==> config.mk <==
export PLATFORM = sky130hd
export DESIGN_NAME = cdn_step_unit
export DESIGN_NICKNAME = d
export VERILOG_FILES = /design/src/rtl/cdn_pkg.sv /design/src/rtl/cdn_step_unit.sv
export SDC_FILE = /design/constraint.sdc
export NUM_CORES = 1
export LEC_CHECK = 0
export BUFFER_PORTS_ARGS = -buffer_cell sky130_fd_sc_hd__buf_2
export CAP_MARGIN = 25
export CORE_MARGIN = 5
export CORE_UTILIZATION = 53
export DETAILED_ROUTE_END_ITERATION = 10
export PLACE_DENSITY_LB_ADDON = 0.12
export SYNTH_ARGS = -nofsm -noshare
export SYNTH_HDL_FRONTEND = slang
export SYNTH_SLANG_ARGS = --single-unit
==> constraint.sdc <==
create_clock -name clk -period 2.4 [get_ports clk]
set_input_delay 0.24 -clock clk [delete_from_list [all_inputs] [get_ports clk]]
set_output_delay 0.24 -clock clk [all_outputs]
set_load 0.02 [all_outputs]
==> src/rtl/cdn_pkg.sv <==
// Package for the calendar date day number unit.
// Holds the shared step unit control type, its operation codes and the
// calendar helper functions. Depends on nothing.
package cdn_pkg;

    localparam int unsigned AccW = 19;

    localparam logic [1:0] OP_HOLD = 2'd0;
    localparam logic [1:0] OP_LOAD = 2'd1;
    localparam logic [1:0] OP_ADD  = 2'd2;
    localparam logic [1:0] OP_SUB  = 2'd3;

    localparam logic [11:0] FIRST_YEAR    = 12'd1900;
    localparam logic [11:0] LAST_YEAR     = 12'd2099;
    localparam logic [7:0]  LAST_YEAR_IDX = 8'd199;
    localparam logic [7:0]  FALLBACK_IDX  = 8'd100;
    localparam logic [16:0] LAST_SERIAL   = 17'd73049;

    typedef logic signed [AccW-1:0] acc_t;

    typedef struct packed {
        logic [1:0] op;
        acc_t       operand;
    } step_ctl_t;

    // Years are held as an index from 1900; in 1900..2099 only 1900 breaks
    // the every-fourth-year rule.
    function automatic logic is_leap(input logic [7:0] yi);
        is_leap = (yi[1:0] == 2'd0) && (yi != 8'd0);
    endfunction

    function automatic logic [8:0] year_days(input logic [7:0] yi);
        year_days = is_leap(yi) ? 9'd366 : 9'd365;
    endfunction

    function automatic logic [4:0] month_days(input logic [7:0] yi, input logic [3:0] m);
        case (m)
            4'd2:                       month_days = is_leap(yi) ? 5'd29 : 5'd28;
            4'd4, 4'd6, 4'd9, 4'd11:    month_days = 5'd30;
            default:                    month_days = 5'd31;
        endcase
    endfunction

endpackage

==> src/rtl/cdn_step_unit.sv <==
// Shared add, subtract and compare unit with its accumulator.
// Uses cdn_pkg for the control type and operation codes.
module cdn_step_unit
(
    input  logic              clk,
    input  cdn_pkg::step_ctl_t ctl,
    output cdn_pkg::acc_t     acc,
    output logic              le
);

    cdn_pkg::acc_t acc_reg;
    cdn_pkg::acc_t acc_next;

    always_comb
    begin
        case (ctl.op)
            cdn_pkg::OP_LOAD: acc_next = ctl.operand;
            cdn_pkg::OP_ADD:  acc_next = acc_reg + ctl.operand;
            cdn_pkg::OP_SUB:  acc_next = acc_reg - ctl.operand;
            default:          acc_next = acc_reg;
        endcase
    end

    always_ff @(posedge clk)
    begin
        acc_reg <= acc_next;
    end

    assign acc = acc_reg;
    assign le  = (acc_reg <= ctl.operand);

endmodule

After elaboration in Yosys (flattened, before gate mapping)
Index checks and enable logic that the tools add are counted.
- bitwise logic cells: 0
- shift operators: 0
- muxes and demuxes: 1
- div/mod/pow operators: 0
- order comparisons: 1
- multiply operators: 0
- reduce and logical (&&, ||, !) cells: 1
- equality and inequality tests: 3
- $add $sub $neg: 2
- operator list (kind ; number):
    19-bit case mux with 3 select lines ; 1
    19-bit adder ; 1
    19-bit <= comparator ; 1
    19-bit subtractor ; 1
    2-bit == test, second input constant ; 2
    3-bit nonzero test ; 1
    2-bit by 1-bit == test with 1-bit output, second input constant ; 1
- output and inout bits: 20
- latch bits: 0
- input bits: 22
- memories: 0
- bits in writable memories: 0
- bits in read-only memories: 0
- register bits after elaboration: 19

Logic depth before layout (Yosys ltp)
- depth after elaboration: 2
- mapped depth: 11
- mapped depth without buffers: 11

Worst setup path after synthesis
Ideal clock, no wire load.
- path kind: reg-to-reg
- start: register acc_reg[0], in the netlist acc[0]
- end: register acc_reg[12], in the netlist acc[12] (data pin)
- arrival: 2.363 ns
- slack: -0.233 ns
- stages on the path, launching flop included: 12
- buffers on the path: 0
- cell sequence: edfxtp_1 > inv_1 > ha_1 > inv_1 > fa_1 > a21o_1 > a221o_2 > a31oi_2 > o21a_1 > mux2_2 > xor2_1 > mux2i_1
- cells in the longest elaborated chain, start to end: 2
- elaborated cells on any way between the ends: 3
- classes of those cells: add/sub (2); mux (1)
- RTL lines (item ; line ; RTL):
    start: declaration ; cdn_step_unit.sv:11 ; cdn_pkg::acc_t acc_reg;
    start signal: assignment ; cdn_step_unit.sv:26 ; acc_reg <= acc_next;
    19-bit subtractor or 19-bit adder (tied branches) ; cdn_step_unit.sv:19, cdn_step_unit.sv:18 ;
    19-bit case mux with 3 select lines (*) ; cdn_step_unit.sv:16 ; case (ctl.op)
    net acc_next[12] ; cdn_step_unit.sv:12 ; cdn_pkg::acc_t acc_next;
Mark *: on every way through the listed nets, which the timed path passes. The rest lies on a longest branch.
A chain may end at the register's enable or synchronous reset.

Worst setup path in the final report
- start: register acc_reg[0], in the netlist acc[0]
- end: register acc_reg[8], in the netlist acc[8] (data pin)
The elaborated chain is that of the path after synthesis.

==> results.py <==
metrics = {
    "cts": {
        "cts_hold_buf": 0,
        "cts_buffers": 3,
        "cts.sinks": 19,
        "htree_levels": 1,
        "clk_latency_ns": 0.27,
        "cts_tree": "built",
        "cts_max_path_buffers": 2,
        "clockRootBuffer": "clkbuf_8",
        "clkTransAtPathRegs_ns": 0.09,
    },
    "final_layout": {
        "mostFrequentLayoutCells": "86 x buf_4, 40 x buf_2, 34 x inv_1, 27 x a21oi_1, 26 x nor2_1",
        "antenna_cells": 0,
        "n_fill_cell": 389,
        "final-seq-area_um2": 571,
        "multi_input_area_um2": 2280,
        "drive_gt1_share_pct": 38.4,
        "largest_reg_flops": 19,
        "final_common_cell": "buf_4",
        "area_growth_pct": 38.1,
        "finalNonFillerCells": 531,
        "stdcell_area_um2": 3960,
        "nets": 523,
    },
    "placed_design": {
        "dp_hpwl_um": 6890,
        "port_buffers": 41,
        "postPlaceCellArea_um2": 3660,
        "placedCellCount": 522,
        "gp_congestion": 0.982,
    },
    "timing": {
        "clock_skew_ns": 0.00849,
        "slew-limit-headroom_pct": 63.5,
        "setup_slack_ns": -0.267,
        "whs_ns": 0.298,
        "max_freq_ghz": 0.375,
        "tightest_slew_ns": 0.542,
        "fin_crit_ns": 2.67,
        "finalHoldViolCount": 0,
        "maxSlewViolCount": 0,
        "rsz0062_at_grt": "true",
        "min_period_over_period_pct": 111,
        "finalSetupViolCount": 10,
    },
    "outcome": {
        "violations": "negative setup slack",
        "status": "finished, violations left",
    },
    "global_routing": {
        "antenna_found_initial": 0,
        "grt_pass1_wl_um": 14800,
        "grt_pass1_vias": 3166,
        "grt_max_degree": 20,
        "grt-ovfl-total": 0,
        "track_usage_pct": 25.0,
    },
    "die": {
        "dieArea_um2": 6980,
        "coreArea_um2": 5170,
        "ios": 42,
        "placement_rows": 26,
        "die_h_um": 83.5,
        "die_w_um": 83.5,
        "initial_core_util_pct": 55.4,
    },
    "flow_run": {
        "cap_violations": 0,
    },
    "logic_synthesis": {
        "synth_ff_type": "edfxtp_1",
        "ys_ff_latch": 19,
        "yosysTopAreaCell": "edfxtp_1",
        "synth-edff-count": 19,
        "synth_top_cell_area_share_pct": 19.9,
        "synthArstFlopShare_pct": 0,
        "ys_types": 60,
        "synth.avg_cell_area_um2": 8.14,
        "synth_area_leaders": "edfxtp_1 20%, ha_1 16%, a21oi_1 5.4%",
        "syn_nets": 413,
        "synth_cells": 352,
        "syn_area_um2": 2870,
        "yosys_warnings": 0,
        "synth.yosys.seq_area_share_pct": 19.9,
    },
    "detailed_routing": {
        "drc": 0,
        "wl_um": 9170,
        "viasPerCell": 5.92,
        "met3WireLength_um": 553,
        "vias": 3142,
        "dr_wl_met2_um": 4640,
        "wl_per_cell_um": 17.3,
        "drtIter0Drc": 250,
        "m1WireLength_um": 3760,
        "top_layer": "met4",
        "dr.pass1.iters": 5,
        "detail-route-antenna-nets": 0,
    },
    "critical_path": {
        "crit_type": "reg -> reg",
        "crit_path_end_kind": "flop",
        "crit_chain": "inv_1, ha_2, inv_2, fa_2, a21o_1, a221o_2, a31o_1, mux2i_2, xor2_1, a21oi_1",
        "crit_fanout": 3,
        "crit_slowest_cell": "edfxtp_1",
        "worstPathArrival_ns": 2.69,
        "slowest_delay_ns": 0.42,
        "setup.worst_path.start_class": "flop",
        "required_ns": 2.42,
    },
    "pwr": {
        "p_per_area_nw_per_um2": 907,
        "max-vdd-ir-drop_mv": 0.477,
        "p_leak_nw": 1.80,
    },
    "min_path": {
        "hold_path.class": "in -> reg",
    },
}
stage by stage:
stage	util (%)	setup WS (ns)	power, mW	setup TNS [ns]
floorplan	-	-0.161	2.08	-0.485
CTS	73.4	-0.207	3.36	-1.28
detailed placement	70.7	-0.249	3.00	-1.97
finish	76.6	-0.267	3.59	-1.49
global route	76.6	-0.353	3.83	-2.97
global placement	70.7	-0.206	2.96	-1.47
final timing paths:
kind	start	end	slack, ns	depth (start not counted)
min	ctl[18]	acc[18]	0.30	3
min reg2reg	acc[0]	acc[0]	0.88	3
max reg2reg	acc[0]	acc[8]	-0.27	10
max	acc[0]	acc[8]	-0.27	10
Yosys cell counts (3+ instances only):
cell type / count
o211ai_1: 6
xnor2_1: 8
nand3_1: 9
a31oi_1: 3
mux2i_1: 11
o21a_1: 4
nor2b_1: 9
nor4_1: 3
nand4_1: 8
nand2_1: 18
buf_6: 3
a21o_1: 7
clkbuf_1: 6
nand2b_1: 6
a21oi_1: 31
buf_2: 9
a221o_1: 4
xor2_1: 6
nor2_1: 27
inv_1: 36
o2111ai_1: 3
o21ai_0: 18
a211oi_1: 4
ha_1: 37
o21bai_1: 3
nor3_1: 8
edfxtp_1: 19
or3_1: 3
where the power goes:
part	leakage, nW	switching (mW)	total, mW	internal, mW
Sequential	0.193	0.0836	0.580	0.496
Combinational	1.58	1.45	2.76	1.30
Clock	0.0228	0.139	0.258	0.119
layer usage:
layer / vias to the layer above / track usage, %
met3: 26 / 3.26
met1: 1474 / 30.7
met2: 141 / 45.2
li1: 1501 / -
met4: 0 / 7.75
met5: - / 0
cell type report:
cell class,instances,share of cell area (%)
Inverter,36,3.41
Tap cell,70,2.21
Sequential cell,19,14.4
Multi-Input combinational cell,276,57.5
Clock buffer,4,1.14
Timing Repair Buffer,126,21.4
logic make-up after synthesis:
logic type	share of synthesized area (%)
buf+inv	8.77
simple gates	18.5
xor+xnor	4.28
fa+ha+maj	17.5
mux	4.63
compound gates	26.4
flops	19.9
critical path: cells and delay by family (launching register included):
kind	cells	cell delay, ns
AO/OA/AOI/OAI	4	0.94
XOR/XNOR	1	0.21
adder cells (fa/ha/maj)	2	0.50
buffers and inverters	2	0.12
flip-flops	1	0.42
multiplexers	1	0.21
what timing repair did:
action / CTS / global route
gates resized for setup: 21 / 26
hold endpoints to repair: 0 / 0
buffers inserted: 1 / 4
endpoints found under the setup margin: 15 / 15
pin swaps: 4 / 8
cloned: 0 / 0
No activity file was read; power rests on OpenSTA's default activity.
